==> config.mk <==
export PLATFORM = sky130hd
export DESIGN_NAME = power_line_bit_serial_master
export DESIGN_NICKNAME = d
export VERILOG_FILES = /design/src/rtl/plbs_pkg.sv /design/src/rtl/plbs_step.sv /design/src/rtl/power_line_bit_serial_master.sv
export SDC_FILE = /design/constraint.sdc
export NUM_CORES = 1
export LEC_CHECK = 0
export BUFFER_PORTS_ARGS = -buffer_cell sky130_fd_sc_hd__buf_2
export CORE_MARGIN = 3
export CORE_UTILIZATION = 50
export CTS_CLUSTER_DIAMETER = 200
export CTS_CLUSTER_SIZE = 12
export DETAILED_ROUTE_END_ITERATION = 10
export PLACE_DENSITY = 0.82
export SYNTH_ARGS = -nofsm -noshare
export SYNTH_HDL_FRONTEND = slang
export SYNTH_SLANG_ARGS = --single-unit
==> constraint.sdc <==
create_clock -name clk -period 8.7 [get_ports clk]
set_clock_uncertainty 0.15 [all_clocks]
set_input_delay 1.74 -clock clk [delete_from_list [all_inputs] [get_ports clk]]
set_output_delay 1.74 -clock clk [all_outputs]
set_load 0.05 [all_outputs]
==> src/rtl/plbs_pkg.sv <==
// Package: types and constants of the power line bit-serial master
`timescale 1ns / 1ps
`default_nettype none

package plbs_pkg;

    localparam int DATA_BITS   = 32;
    localparam int WORD_W      = 32;
    localparam int LIMIT_W     = 8;
    localparam int BP_W        = 6;
    localparam int MISS_W      = 9;
    localparam int IN_TDATA_W  = 40;
    localparam int OUT_TDATA_W = 40;
    localparam logic [LIMIT_W-1:0] FAULT_LIMIT_RST = 8'd10;

    typedef enum logic [1:0] {
        OP_TICK = 2'd0,
        OP_SEND = 2'd1,
        OP_RECV = 2'd2,
        OP_NOP  = 2'd3
    } op_t;

    typedef enum logic [1:0] {
        MODE_IDLE = 2'd0,
        MODE_SEND = 2'd1,
        MODE_RECV = 2'd2
    } mode_t;

    // Control state of the line sequencer
    typedef struct packed {
        logic              phase;
        logic [BP_W-1:0]   bp;
        mode_t             mode;
        logic [MISS_W-1:0] miss;
        logic              line;
    } ctl_t;

    // One result item
    typedef struct packed {
        logic              rejected;
        logic [WORD_W-1:0] received_word;
        logic              recv_timeout;
        logic              recv_done;
        logic              send_done;
        logic              busy_res;
        logic              line_on;
    } res_t;

endpackage

`default_nettype wire

==> src/rtl/plbs_step.sv <==
// Next-state and result logic for one item
`timescale 1ns / 1ps
`default_nettype none

module plbs_step #(
    parameter int DATA_BITS = plbs_pkg::DATA_BITS
) (
    input  plbs_pkg::op_t                      op,
    input  logic [plbs_pkg::WORD_W-1:0]        send_word,
    input  logic                               line_sample,
    input  logic [plbs_pkg::LIMIT_W-1:0]       fault_limit,
    input  plbs_pkg::ctl_t                     ctl,
    input  logic [DATA_BITS-1:0]               out_word,
    input  logic [DATA_BITS-1:0]               in_word,
    output plbs_pkg::ctl_t                     ctl_next,
    output logic                               out_word_load,
    output logic [DATA_BITS-1:0]               out_word_next,
    output logic [DATA_BITS-1:0]               in_word_next,
    output plbs_pkg::res_t                     res
);

    localparam int IDX_W = (DATA_BITS > 1) ? $clog2(DATA_BITS) : 1;
    localparam logic [plbs_pkg::BP_W-1:0] LAST = plbs_pkg::BP_W'(DATA_BITS + 2);

    logic [plbs_pkg::BP_W-1:0]   bp_m2;
    logic [IDX_W-1:0]            idx;
    logic [plbs_pkg::MISS_W-1:0] miss_inc;
    logic                        miss_over;

    assign bp_m2         = ctl.bp - plbs_pkg::BP_W'(2);
    assign idx           = bp_m2[IDX_W-1:0];
    assign out_word_next = send_word[DATA_BITS-1:0];
    // miss counter saturates
    assign miss_inc  = (&ctl.miss) ? ctl.miss : ctl.miss + plbs_pkg::MISS_W'(1);
    assign miss_over = (fault_limit != '0)
                    && (miss_inc > {1'b0, fault_limit});

    always_comb
    begin
        ctl_next      = ctl;
        out_word_load = 1'b0;
        in_word_next  = in_word;
        res           = '0;
        unique case (op) inside
            plbs_pkg::OP_SEND, plbs_pkg::OP_RECV:
            begin
                if (ctl.mode != plbs_pkg::MODE_IDLE)
                begin
                    res.rejected = 1'b1;
                end
                else if (op == plbs_pkg::OP_SEND)
                begin
                    out_word_load = 1'b1;
                    ctl_next.bp   = '0;
                    ctl_next.mode = plbs_pkg::MODE_SEND;
                end
                else
                begin
                    in_word_next  = '0;
                    ctl_next.bp   = '0;
                    ctl_next.mode = plbs_pkg::MODE_RECV;
                end
            end
            plbs_pkg::OP_TICK:
            begin
                ctl_next.phase = ~ctl.phase;
                if (ctl.phase)
                begin
                    if (ctl.mode == plbs_pkg::MODE_SEND)
                    begin
                        ctl_next.bp = ctl.bp + plbs_pkg::BP_W'(1);
                        if (ctl.bp == plbs_pkg::BP_W'(0))
                        begin
                            ctl_next.line = 1'b1;
                        end
                        else if (ctl.bp == plbs_pkg::BP_W'(1))
                        begin
                            ctl_next.line = 1'b0;
                        end
                        else if (ctl.bp < LAST)
                        begin
                            ctl_next.line = out_word[idx];
                        end
                        else if (ctl.bp == LAST)
                        begin
                            // stop bit: drive the line low, then skip bp past LAST
                            ctl_next.line = 1'b0;
                            ctl_next.bp   = ctl.bp + plbs_pkg::BP_W'(2);
                        end
                        else
                        begin
                            res.send_done = 1'b1;
                            ctl_next.mode = plbs_pkg::MODE_IDLE;
                        end
                    end
                end
                else if (ctl.mode == plbs_pkg::MODE_RECV)
                begin
                    if (ctl.bp == plbs_pkg::BP_W'(0))
                    begin
                        // start bit; hold phase so answer check follows at once
                        ctl_next.line  = 1'b1;
                        ctl_next.bp    = plbs_pkg::BP_W'(1);
                        ctl_next.phase = ctl.phase;
                        ctl_next.miss  = '0;
                    end
                    else if (ctl.bp == plbs_pkg::BP_W'(1))
                    begin
                        if (!line_sample)
                        begin
                            in_word_next = '0;
                            ctl_next.bp  = plbs_pkg::BP_W'(2);
                        end
                        else
                        begin
                            ctl_next.phase = ctl.phase;
                            ctl_next.miss  = miss_inc;
                            if (miss_over)
                            begin
                                ctl_next.line    = 1'b0;
                                res.recv_done    = 1'b1;
                                res.recv_timeout = 1'b1;
                                in_word_next     = '0;
                                ctl_next.mode    = plbs_pkg::MODE_IDLE;
                            end
                        end
                    end
                    else if (ctl.bp < LAST)
                    begin
                        in_word_next[idx] = in_word[idx] | line_sample;
                        ctl_next.bp       = ctl.bp + plbs_pkg::BP_W'(1);
                    end
                    else if (ctl.bp == LAST)
                    begin
                        ctl_next.line = 1'b0;
                        ctl_next.bp   = ctl.bp + plbs_pkg::BP_W'(1);
                    end
                    else
                    begin
                        res.recv_done     = 1'b1;
                        res.received_word = plbs_pkg::WORD_W'(in_word);
                        ctl_next.mode     = plbs_pkg::MODE_IDLE;
                    end
                end
            end
            default:
            begin
            end
        endcase
        res.line_on  = ctl_next.line;
        res.busy_res = (ctl_next.mode != plbs_pkg::MODE_IDLE);
    end

endmodule

`default_nettype wire

==> src/rtl/power_line_bit_serial_master.sv <==
// Top level of the power line bit-serial master
//
//  Channel    Dir  Bits  Contents (low bit first)
//  s_axis     in   40    operation[1:0], send_word[33:2], line_sample[34]
//  m_axis     out  40    line_on, busy_res, send_done, recv_done, recv_timeout,
//                        received_word[36:5], rejected[37]
//  cfg        in   8     fault_limit, written when cfg_we is high
//
//  One item per cycle unless m_tready stalls; via input then result register.
//  The sequencer state updates as an item leaves the input register.
//  Reset puts the line off, idle, phase on the send side, fault_limit = 10.
//  A stalled result register backs up into the input register, then s_tready.
`timescale 1ns / 1ps
`default_nettype none

module power_line_bit_serial_master #(
    parameter int DATA_BITS = plbs_pkg::DATA_BITS
) (
    input  logic                                clk,
    input  logic                                rst_n,
    input  logic                                s_tvalid,
    output logic                                s_tready,
    // operation[1:0], send_word[33:2], line_sample[34], zero pad
    input  logic [plbs_pkg::IN_TDATA_W-1:0]     s_tdata,
    output logic                                m_tvalid,
    input  logic                                m_tready,
    // line_on[0], busy_res[1], send_done[2], recv_done[3], recv_timeout[4],
    // received_word[36:5], rejected[37], zero pad
    output logic [plbs_pkg::OUT_TDATA_W-1:0]    m_tdata,
    input  logic                                cfg_we,
    input  logic [plbs_pkg::LIMIT_W-1:0]        cfg_wdata
);

    logic                              in_valid_reg;
    plbs_pkg::op_t                     in_op_reg;
    logic [plbs_pkg::WORD_W-1:0]       in_word_reg;
    logic                              in_sample_reg;

    plbs_pkg::ctl_t                    ctl_reg;
    plbs_pkg::ctl_t                    ctl_next;
    logic [DATA_BITS-1:0]              out_word_reg;
    logic [DATA_BITS-1:0]              out_word_next;
    logic                              out_word_load;
    logic [DATA_BITS-1:0]              rx_word_reg;
    logic [DATA_BITS-1:0]              rx_word_next;
    logic [plbs_pkg::LIMIT_W-1:0]      fault_limit_reg;

    logic                              out_valid_reg;
    plbs_pkg::res_t                    res_reg;
    plbs_pkg::res_t                    res_next;

    logic                              advance;
    logic                              s_take;

    assign advance  = in_valid_reg && (!out_valid_reg || m_tready);
    assign s_tready = !in_valid_reg || advance;
    assign s_take   = s_tvalid && s_tready;

    plbs_step #(
        .DATA_BITS (DATA_BITS)
    ) u_step (
        .op            (in_op_reg),
        .send_word     (in_word_reg),
        .line_sample   (in_sample_reg),
        .fault_limit   (fault_limit_reg),
        .ctl           (ctl_reg),
        .out_word      (out_word_reg),
        .in_word       (rx_word_reg),
        .ctl_next      (ctl_next),
        .out_word_load (out_word_load),
        .out_word_next (out_word_next),
        .in_word_next  (rx_word_next),
        .res           (res_next)
    );

    // control state
    always_ff @(posedge clk or negedge rst_n)
    begin
        if (!rst_n)
        begin
            in_valid_reg    <= 1'b0;
            out_valid_reg   <= 1'b0;
            fault_limit_reg <= plbs_pkg::FAULT_LIMIT_RST;
            ctl_reg.phase   <= 1'b1;
            ctl_reg.bp      <= '0;
            ctl_reg.mode    <= plbs_pkg::MODE_IDLE;
            ctl_reg.miss    <= '0;
            ctl_reg.line    <= 1'b0;
            rx_word_reg     <= '0;
        end
        else
        begin
            if (cfg_we)
            begin
                fault_limit_reg <= cfg_wdata;
            end
            if (s_tready)
            begin
                in_valid_reg <= s_tvalid;
            end
            if (advance)
            begin
                out_valid_reg <= 1'b1;
                ctl_reg       <= ctl_next;
                rx_word_reg   <= rx_word_next;
            end
            else if (m_tready)
            begin
                out_valid_reg <= 1'b0;
            end
        end
    end

    // payload registers
    always_ff @(posedge clk)
    begin
        if (s_take)
        begin
            in_op_reg     <= plbs_pkg::op_t'(s_tdata[1:0]);
            in_word_reg   <= s_tdata[33:2];
            in_sample_reg <= s_tdata[34];
        end
        if (advance)
        begin
            res_reg <= res_next;
            if (out_word_load)
            begin
                out_word_reg <= out_word_next;
            end
        end
    end

    assign m_tvalid = out_valid_reg;
    assign m_tdata  = {2'b00, res_reg};

endmodule

`default_nettype wire

==> results of run 1 <==
layer usage:
layer	share of wire, %	track usage, %	vias up
li1	-	-	2575
met4	1.5	6.18	0
met1	42	23.7	2551
met3	6.2	4.33	27
met5	0	0	-
met2	50	30.4	191
logic make-up (layout without fill, tap and decap cells):
| group | Yosys count | count (layout) | share of synthesized area [%] |
|---|---|---|---|
| other | 1 | 2 | 0.0477 |
| adders and majority gates | 19 | 19 | 3.02 |
| and+or+nand+nor | 184 | 184 | 12.6 |
| buffers and inverters | 59 | 150 | 3.58 |
| DFF | 166 | 166 | 59.5 |
| xor gates and xnor gates | 11 | 11 | 1.32 |
| muxes | 25 | 25 | 6.14 |
| AOI/OAI and AO/OA | 184 | 184 | 13.8 |
synthesized netlist by cell type, types with 2 or more instances:
cell type,instances,share of area [%]
edfxtp_1,105,40
o21ai_0,60,3.8
dfrtp_1,58,18
a21oi_1,47,3.0
nand2_1,46,2.2
o21ai_1,34,2.2
and2_1,33,2.6
nor2_1,28,1.3
inv_1,22,1.0
clkbuf_1,21,1.0
ha_1,19,3.0
nand3_1,16,1.0
nor3_1,14,0.89
mux4_2,9,2.6
buf_2,8,0.51
nand2b_1,8,0.64
mux4_1,7,2.3
xnor2_1,6,0.67
mux2_2,5,0.72
nand3b_1,5,0.48
nand4_1,5,0.40
a21o_1,4,0.38
a22o_1,4,0.45
mux2i_1,4,0.51
o211ai_1,4,0.38
or3b_1,4,0.45
xor2_1,4,0.45
and3_1,3,0.24
buf_4,3,0.29
buf_6,3,0.43
dfstp_2,3,1.0
nor2b_1,3,0.24
nor3b_1,3,0.29
nor4_1,3,0.24
o21a_1,3,0.29
o31ai_1,3,0.29
or2_2,3,0.24
a22oi_1,2,0.19
a311oi_1,2,0.22
a31oi_1,2,0.16
nor4b_1,2,0.22
o2bb2ai_1,2,0.22
o41ai_1,2,0.22
area by class of cell:
class / instances / area, um2 / area share [%]
Clock buffer: 17 / 425 / 4.69
Multi-Input combinational cell: 425 / 2910 / 32.1
Tap cell: 211 / 264 / 2.91
Timing Repair Buffer: 96 / 503 / 5.54
Inverter: 22 / 82.6 / 0.910
Clock inverter: 15 / 209 / 2.30
Sequential cell: 166 / 4680 / 51.6
power groups by stage:
stage               clock network, mW  registers (mW)  logic (mW)
floorplan                           0           0.956       0.132
global placement                    0           0.929       0.210
detailed placement                  0           0.930       0.214
CTS                             0.794           0.914       0.215
global route                    0.830           0.919       0.234
finish                          0.779           0.914       0.214
path summary, 6_finish.rpt:
check	endpoint	cells past startpoint	slack [ns]	start
max	rx_word_reg[18]$_DFFE_PN0P_	14	3.71	ctl_reg[1]$_DFFE_PN0P_
min	out_word_reg[22]$_DFFE_PP_	0	0.27	in_word_reg[22]$_DFFE_PP_
max reg2reg	rx_word_reg[18]$_DFFE_PN0P_	14	3.71	ctl_reg[1]$_DFFE_PN0P_
min reg2reg	out_word_reg[22]$_DFFE_PP_	0	0.27	in_word_reg[22]$_DFFE_PP_
max in group asynchronous	rx_word_reg[15]$_DFFE_PN0P_	2	6.51	rst_n
min in group asynchronous	m_tvalid$_DFFE_PN0P_	2	1.35	rst_n
per-stage QoR:
| stage | worst slack (ns) | utilization (%) |
|---|---|---|
| 5_1_grt | 3.31 | 59.3 |
| 6_report | 3.71 | 59.3 |
| 4_1_cts | 3.75 | 59.3 |
| 3_5_place_dp | 3.78 | 55.1 |
| 3_3_place_gp | 3.86 | 55.1 |
| 2_1_floorplan | 3.83 | - |
worst max-delay path, delay by kind of cell (launching register included):
family / cells / cell delay [ns]
adders and majority gates: 2 / 0.56
xor gates and xnor gates: 1 / 0.15
DFF: 1 / 0.44
and+or+nand+nor: 9 / 3.14
AOI/OAI and AO/OA: 2 / 0.44
==> impl_results.md, run 1 <==
* Outcome: completed
* Slew Limit Fails at 0
* P_leak at 3.59 nW
* Worst-path cell chain: ha_1 -> nand2_1 -> or4_1 -> nor3b_1 -> and3_1 -> xor2_1 -> ha_1 -> nand4_1 -> or2_2 -> nand3_1 -> o2111ai_1 -> nand3_1 -> or3b_1 -> o21ai_1
* Final Instance Area at 0.00908 mm2
* Filler cells at 1250
* Most common cell after layout, fill and taps aside: edfxtp_1
* Psw at 512 uW
* Internal at 1.40 mW
* Crit path largest cell delay at 0.86 ns
* GPL Wtd Cong at 0.865
* CTS Hold Buffers Added at 0
* DR iter-0 viols at 514
* EDFF count, synth at 105
* Final Hold Fails at 0
* Fmax at 200 MHz
* Overall Power at 1.91 mW
* Synthesized area per cell at 12.1 um2
* Sum Neg Setup Slack at 0 ns
* Layout cells sized above 1 at 21.5%
* Mapped cell area at 0.00787 mm2
* Logic pwr share at 11.2%
* Peak VDD IR at 0.162 mV
* Clock latency on the worst-skew pair at 0.43 ns
* Syn Inst Count at 649
* Drt pass-1 iters at 5
* Cells after DPL at 920
* CP endpoint kind: flop
* Normalized max-slew margin at 26.7%
* Ant. Diodes at 0
* PwrDens at 210 mW/mm2
* Post_cts resized at 0
* WL/cell at 16.0 um
* Clk pwr share at 40.8%
* Number of buffers added on ports at 87
* Final cell count without fillers at 952
* Post-CTS setup buffer count at 0
* Share of flip-flops with an asynchronous set or reset at 36.7%
* Initial antenna violation count at 0
* Total Wirelength at 15.2 mm
* Area grow syn2layout at 15.4%
* Seq pwr share at 47.9%
* Max capacitance violation total at 0
* Pin count of the biggest net entering global routing at 62
* Vias in the first global route at 5053
* IO Pins at 95
* CP Class: flop to flop
* Critical path data required time at 8.89 ns
* Tcrit/Tclk final at 57.4%
* Library cells used by synthesis at 70
* CTS Buffer Depth at 2
* Initial Utilization at 51.4%
* Synth warn at 0
* Arr. time, crit path at 5.18 ns
* Post-synthesis sequential area ratio at 59.5%
* Finish-stage setup viols at 0
* Area after DPL at 0.00844 mm2
* Post-DP HPWL at 10.1 mm
* Drt drc at 0
* Grt total ovfl at 0
* Final critical-path required period at 4.99 ns
* Clk pin slew, worst setup/hold paths at 0.07 ns
* Die area at 0.0173 mm2
* Nets at 800
* CTS tree: done
* Via count at 5344
* WHS at 0.266 ns
* Die width at 131 um
* Synth Register Bits at 166
* Final ANT Viol Nets at 0
* Via density per instance at 5.61
* H-tree depth at 4
* RSZ-0062 raised after global routing: no
* Total CTS buffers at 17
* Worst-margin pin slew at 1.10 ns
* First-pass GRT wire length at 25.2 mm
* Row Count at 45
* GRT Util Overall at 18.3%
* Most frequent cells in the layout: edfxtp_1, buf_2, o21ai_0, dfrtp_1, a21oi_1
* Clock sink total at 166
* Max reg flops at 38
* Commonest register cell after synthesis: edfxtp_1
* Slowest CP cell: or3b_1
* Die H at 131 um
* Switching Share at 26.8%
* Crit path launch type: flop
* HP Class: flop to flop
* Root Buffer Master: clkbuf_16
* CP Max Fanout at 36
* Core ar. at 0.0153 mm2
Power figures use the tool's default switching activity.
==> inputs of run 2 (changes only) <==
==> constraint.sdc (replaced) <==
create_clock -name clk -period 4.7 [get_ports clk]
set_clock_uncertainty 0.15 [all_clocks]
set_input_delay 0.94 -clock clk [delete_from_list [all_inputs] [get_ports clk]]
set_output_delay 0.94 -clock clk [all_outputs]
set_load 0.05 [all_outputs]
==> run 2 against run 1 <==
Critical path depth unchanged. Global-route usage rose by 0.21 points. Combinational power rose by 87%. Critical endpoint unchanged. Highest routed layer unchanged.
==> impl_results.md, run 2 (same netlist as run 1, synthesis figures left out) <==
* Outcome: completed
* Most frequent cells in the layout: edfxtp_1, buf_2, o21ai_0, dfrtp_1, a21oi_1
* Normalized max-slew margin at 37.0%
* IO Pins at 95
* Final critical-path required period at 4.37 ns
* First-pass GRT wire length at 25.8 mm
* Via count at 5392
* Arr. time, crit path at 4.56 ns
* Sum Neg Setup Slack at 0 ns
* Critical path data required time at 4.89 ns
* P_leak at 3.60 nW
* Setup WS post-layout at 0.330 ns
* H-tree depth at 4
* Finish-stage setup viols at 0
* Drt drc at 0
* Pin count of the biggest net entering global routing at 41
* Clk pin slew, worst setup/hold paths at 0.07 ns
* WHS at 0.260 ns
* Multi-input logic area at 0.00291 mm2
* Layout cells sized above 1 at 21.7%
* Initial antenna violation count at 0
* Post-DP HPWL at 10.1 mm
* Clk pwr share at 40.0%
* Seq pwr share at 48.5%
* Sequential standard cell area at 0.00468 mm2
* Tcrit/Tclk final at 93.0%
* Final Instance Area at 0.00906 mm2
* CTS Hold Buffers Added at 0
* Ant. Diodes at 0
* Die area at 0.0173 mm2
* Post-CTS setup buffer count at 0
* Initial Utilization at 51.4%
* CP endpoint kind: flop
* Nets at 804
* Via density per instance at 5.64
* Clock latency on the worst-skew pair at 0.43 ns
* Peak VDD IR at 0.315 mV
* GPL Wtd Cong at 0.876
* Logic pwr share at 11.5%
* Overall Power at 3.48 mW
* Max reg flops at 38
* DR iter-0 viols at 545
* Cells after DPL at 924
* CTS tree: done
* CP Max Fanout at 13
* Drt pass-1 iters at 5
* Final ANT Viol Nets at 0
* WL/cell at 15.9 um
* Vias in the first global route at 5266
* Area after DPL at 0.00847 mm2
* Crit path launch type: flop
* Max capacitance violation total at 0
* Total Wirelength at 15.2 mm
* Root Buffer Master: clkbuf_16
* CP Class: flop to flop
* Total CTS buffers at 17
* Clock sink total at 166
* Switching Share at 26.3%
* Post_cts resized at 0
* HP Class: flop to flop
* Slew Limit Fails at 0
* Final Hold Fails at 0
* Internal at 2.56 mW
* Core ar. at 0.0153 mm2
* CTS Buffer Depth at 2
* PwrDens at 384 mW/mm2
* Psw at 914 uW
* Die width at 131 um
* Filler cells at 1254
* Number of buffers added on ports at 87
* Row Count at 45
* Post-place setup slack at 0.396 ns
* GRT Util Overall at 18.5%
* Layout Utilization at 59.2%
* Area grow syn2layout at 15.2%
* Fmax at 229 MHz
* Worst-margin pin slew at 0.945 ns
* RSZ-0062 raised after global routing: no
* Final cell count without fillers at 956
* Most common cell after layout, fill and taps aside: edfxtp_1
* Grt total ovfl at 0
* Die H at 131 um
==> run 2: cell count changes in the layout (fill, tap and decap cells not counted) <==
| cell | previous run | this run |
|---|---|---|
| buf_4 | 9 | 13 |
| clkinv_8 | 4 | 0 |
| clkinv_2 | 0 | 3 |
| clkinv_1 | 0 | 1 |
| clkinvlp_4 | 2 | 1 |
| inv_8 | 3 | 4 |
==> run 2: layer usage <==
| metal | wire length (um) | GRT usage, % |
|---|---|---|
| met5 | 0 | 0 |
| met4 | 278 | 6.83 |
| met3 | 1020 | 4.56 |
| met2 | 7440 | 29.8 |
| met1 | 6440 | 24.5 |
==> run 2: final timing paths <==
kind,endpoint,from,cells after the start,slack [ns]
worst max register to register,rx_word_reg[18]$_DFFE_PN0P_,ctl_reg[1]$_DFFE_PN0P_,14,0.33
worst min-delay path,out_word_reg[29]$_DFFE_PP_,in_word_reg[29]$_DFFE_PP_,0,0.26
worst min register to register,out_word_reg[29]$_DFFE_PP_,in_word_reg[29]$_DFFE_PP_,0,0.26
max in group asynchronous,rx_word_reg[28]$_DFFE_PN0P_,rst_n,2,3.03
worst max-delay path,rx_word_reg[18]$_DFFE_PN0P_,ctl_reg[1]$_DFFE_PN0P_,14,0.33
min in group asynchronous,ctl_reg[4]$_DFFE_PN0P_,rst_n,1,0.51
==> run 2: layout make-up <==
class	instances	area share, %
clock inverter	15	1.84
clock buffer	17	4.69
tap	211	2.91
inverter	22	0.911
multi-input combinational	425	32.1
timing repair buffer	100	5.88
sequential	166	51.7
==> run 2: power by group through the flow <==
stage	registers [mW]	logic [mW]	clock network, mW
6_report	1.69	0.401	1.39
5_1_grt	1.70	0.442	1.48
4_1_cts	1.69	0.403	1.42
3_5_place_dp	1.72	0.401	0
3_3_place_gp	1.71	0.396	0
2_1_floorplan	1.77	0.244	0
==> run 2: critical path: stages (launching register included) <==
cell and delay [ns]:
dfrtp_1 0.44, ha_1 0.27, nand2_1 0.13, or4_1 0.30
nor3b_1 0.49, and3_1 0.30, xor2_1 0.18, ha_1 0.28
nand4_1 0.09, or2_2 0.12, nand3_1 0.07, o2111ai_1 0.25
nand3_1 0.36, or3b_1 0.65, o21ai_1 0.22
==> inputs of run 3 (changes only) <==
--- a/config.mk
+++ b/config.mk
@@ -5,7 +5,8 @@
 export SDC_FILE = /design/constraint.sdc
 export NUM_CORES = 1
 export LEC_CHECK = 0
-export BUFFER_PORTS_ARGS = -buffer_cell sky130_fd_sc_hd__buf_2
+export ABC_AREA = 1
+export BUFFER_PORTS_ARGS = -buffer_cell sky130_fd_sc_hd__buf_4
 export CORE_MARGIN = 3
 export CORE_UTILIZATION = 50
 export CTS_CLUSTER_DIAMETER = 200
==> run 3 against run 2 <==
Clock power barely moved. Non-clock buffer count is 4 lower. Sequential cell count unchanged. Synthesized cell count rose by 30%. Wire length rose by 4.1%. Synthesized area increased by 0.43%. Sequential share of layout area down 1.5 points. Die area increased by 0.41%. Via count increased by 10%. Global-route usage increased by 0.21 points. Critical endpoint is now rx_word_reg[15]$_DFFE_PN0P_.
==> impl_results.md, run 3 <==
* Drt pass-1 iters at 6
* Most frequent cells in the layout: nand2_1, nor2_1, edfxtp_1, inv_1, buf_4
* Max reg flops at 38
* Final critical-path required period at 3.64 ns
* Die area at 0.0173 mm2
* Die H at 132 um
* Layout cells sized above 1 at 15.8%
* Slew Limit Fails at 0
* Most common cell in the netlist: nand2_1
* Via count at 5935
* Initial Utilization at 51.6%
* Final Hold Fails at 0
* Worst-margin pin slew at 1.18 ns
* Mapped cell area at 0.00790 mm2
* CTS Hold Buffers Added at 0
* HP Class: flop to flop
* First-pass GRT wire length at 26.4 mm
* Root Buffer Master: clkbuf_16
* Number of buffers added on ports at 87
* GRT Util Overall at 18.7%
* Normalized max-slew margin at 21.5%
* Top post-synthesis cells by count: nand2_1, nor2_1, edfxtp_1, inv_1, o21ai_0
* Multi-input logic area at 0.00266 mm2
* H-tree depth at 4
* Filler cells at 1307
* Max capacitance violation total at 0
* Total Wirelength at 15.8 mm
* CP Class: flop to flop
* Clock sink total at 166
* Finish-stage setup viols at 0
* Final ANT Viol Nets at 0
* Fmax at 275 MHz
* Synthesized area per cell at 9.35 um2
* GPL Wtd Cong at 0.881
* WL/cell at 13.7 um
* CP endpoint kind: flop
* PwrDens at 478 mW/mm2
* Peak VDD IR at 0.380 mV
* Crit path launch type: flop
* Outcome: completed
* WHS at 0.269 ns
* Total CTS buffers at 17
* Core ar. at 0.0153 mm2
* R2R Setup Slk at 1.06 ns
* EDFF count, synth at 105
* Post_cts resized at 0
* P_leak at 3.69 nW
* CTS tree: done
* CP Max Fanout at 33
* Share of flip-flops with an asynchronous set or reset at 36.7%
* Grt total ovfl at 0
* Tcrit/Tclk final at 77.4%
* Pin count of the biggest net entering global routing at 62
* Synth warn at 0
* Area grow syn2layout at 18.2%
* Post-DP HPWL at 10.2 mm
* Vias in the first global route at 5596
* CTS Buffer Depth at 2
* Area after DPL at 0.00873 mm2
* Synth Register Bits at 166
* Clock latency on the worst-skew pair at 0.44 ns
* Commonest register cell after synthesis: edfxtp_1
* Yosys top cell area share at 39.9%
* Die width at 132 um
* Via density per instance at 5.15
* Layout Utilization at 61.0%
* Final Instance Area at 0.00934 mm2
* Library cells used by synthesis at 38
* Critical path data required time at 4.91 ns
* Post-CTS setup buffer count at 0
* DR iter-0 viols at 507
* Ant. Diodes at 0
* IO Pins at 95
* Drt drc at 0
* Clk pin slew, worst setup/hold paths at 0.06 ns
* Syn Inst Count at 845
* Nets at 1001
* Area leader, netlist: edfxtp_1
* Most common cell after layout, fill and taps aside: nand2_1
* Sequential standard cell area at 0.00468 mm2
* Arr. time, crit path at 3.84 ns
* RSZ-0062 raised after global routing: no
* Sum Neg Setup Slack at 0 ns
* Cells taking the most area after synthesis: edfxtp_1, dfrtp_1, nand2_1
* Initial antenna violation count at 0
* Row Count at 45
* Post-synthesis sequential area ratio at 59.3%
run 3: cell count changes after synthesis, moves of 11 or more:
cell / change
nand3_1: +18
a21oi_1: -16
clkbuf_1: -11
nand2_1: +112
inv_1: +80
and2_1: -33
o21ai_0: +30
nor2_1: +95
run 3: metrics by stage:
stage,setup slack [ns],power (mW),std cells
2_1_floorplan,0.704,2.73,846
3_3_place_gp,1.16,3.04,1121
3_5_place_dp,1.10,3.06,1121
4_1_cts,1.07,4.48,1153
5_1_grt,0.598,4.70,1153
6_report,1.06,4.46,1153
run 3: cells by family after synthesis:
group,after synthesis,synth area share (%)
AND/OR/NAND/NOR,335,17.5
AO/OA/AOI/OAI,175,11.9
flip-flops,166,59.3
buffers and inverters,140,7.17
adder cells (fa/ha/maj),19,3.01
XOR/XNOR,9,1.09
other,1,0.0475
run 3: worst max-delay path: stages (launching register included):
cell and delay (ns):
dfrtp_1 0.40, ha_1 0.22, inv_1 0.09, nor3_2 0.05, nand3_1 0.17, nand2_1 0.08
nor2_1 0.13, nand2_1 0.10, nor2_1 0.12, xor2_1 0.21, inv_1 0.07, ha_1 0.29
nand2_1 0.06, inv_1 0.05, nand4_1 0.08, nor2_1 0.05, nor2_1 0.17, nand2_1 0.09
a21boi_2 0.13, buf_4 0.30, nand3_1 0.11, buf_4 0.26, o21ai_0 0.18
run 3: metal layers:
metal	up-vias	track usage [%]	wire length, um	share of wire [%]
li1	2972	-	-	-
met1	2734	25.0	7080	45
met2	207	29.5	7450	47
met3	22	5.09	1040	6.6
met4	0	6.77	229	1.4
met5	-	0	0	0
run 3: path summary, 6_finish.rpt:
path | start | to | cells past startpoint
worst max-delay path | ctl_reg[1]$_DFFE_PN0P_ | rx_word_reg[15]$_DFFE_PN0P_ | 22
worst min-delay path | in_word_reg[9]$_DFFE_PP_ | out_word_reg[9]$_DFFE_PP_ | 0
worst max register to register | ctl_reg[1]$_DFFE_PN0P_ | rx_word_reg[15]$_DFFE_PN0P_ | 22
worst min register to register | in_word_reg[9]$_DFFE_PP_ | out_word_reg[9]$_DFFE_PP_ | 0
max in group asynchronous | rst_n | fault_limit_reg[4]$_DFFE_PN0P_ | 1
min in group asynchronous | rst_n | ctl_reg[10]$_DFFE_PN0P_ | 1
run 3: report_power, final:
group	leakage, nW	switching [mW]	internal, mW
clock	0.296	0.614	0.806
sequential	1.83	0.0912	1.70
combinational	1.57	0.890	0.364
run 3: area by class of cell:
| class | count | area share [%] |
|---|---|---|
| Sequential cell | 166 | 50.1 |
| Clock inverter | 15 | 1.96 |
| Clock buffer | 17 | 4.55 |
| Timing Repair Buffer | 96 | 7.72 |
| Inverter | 108 | 4.34 |
| Multi-Input combinational cell | 540 | 28.5 |
| Tap cell | 211 | 2.83 |
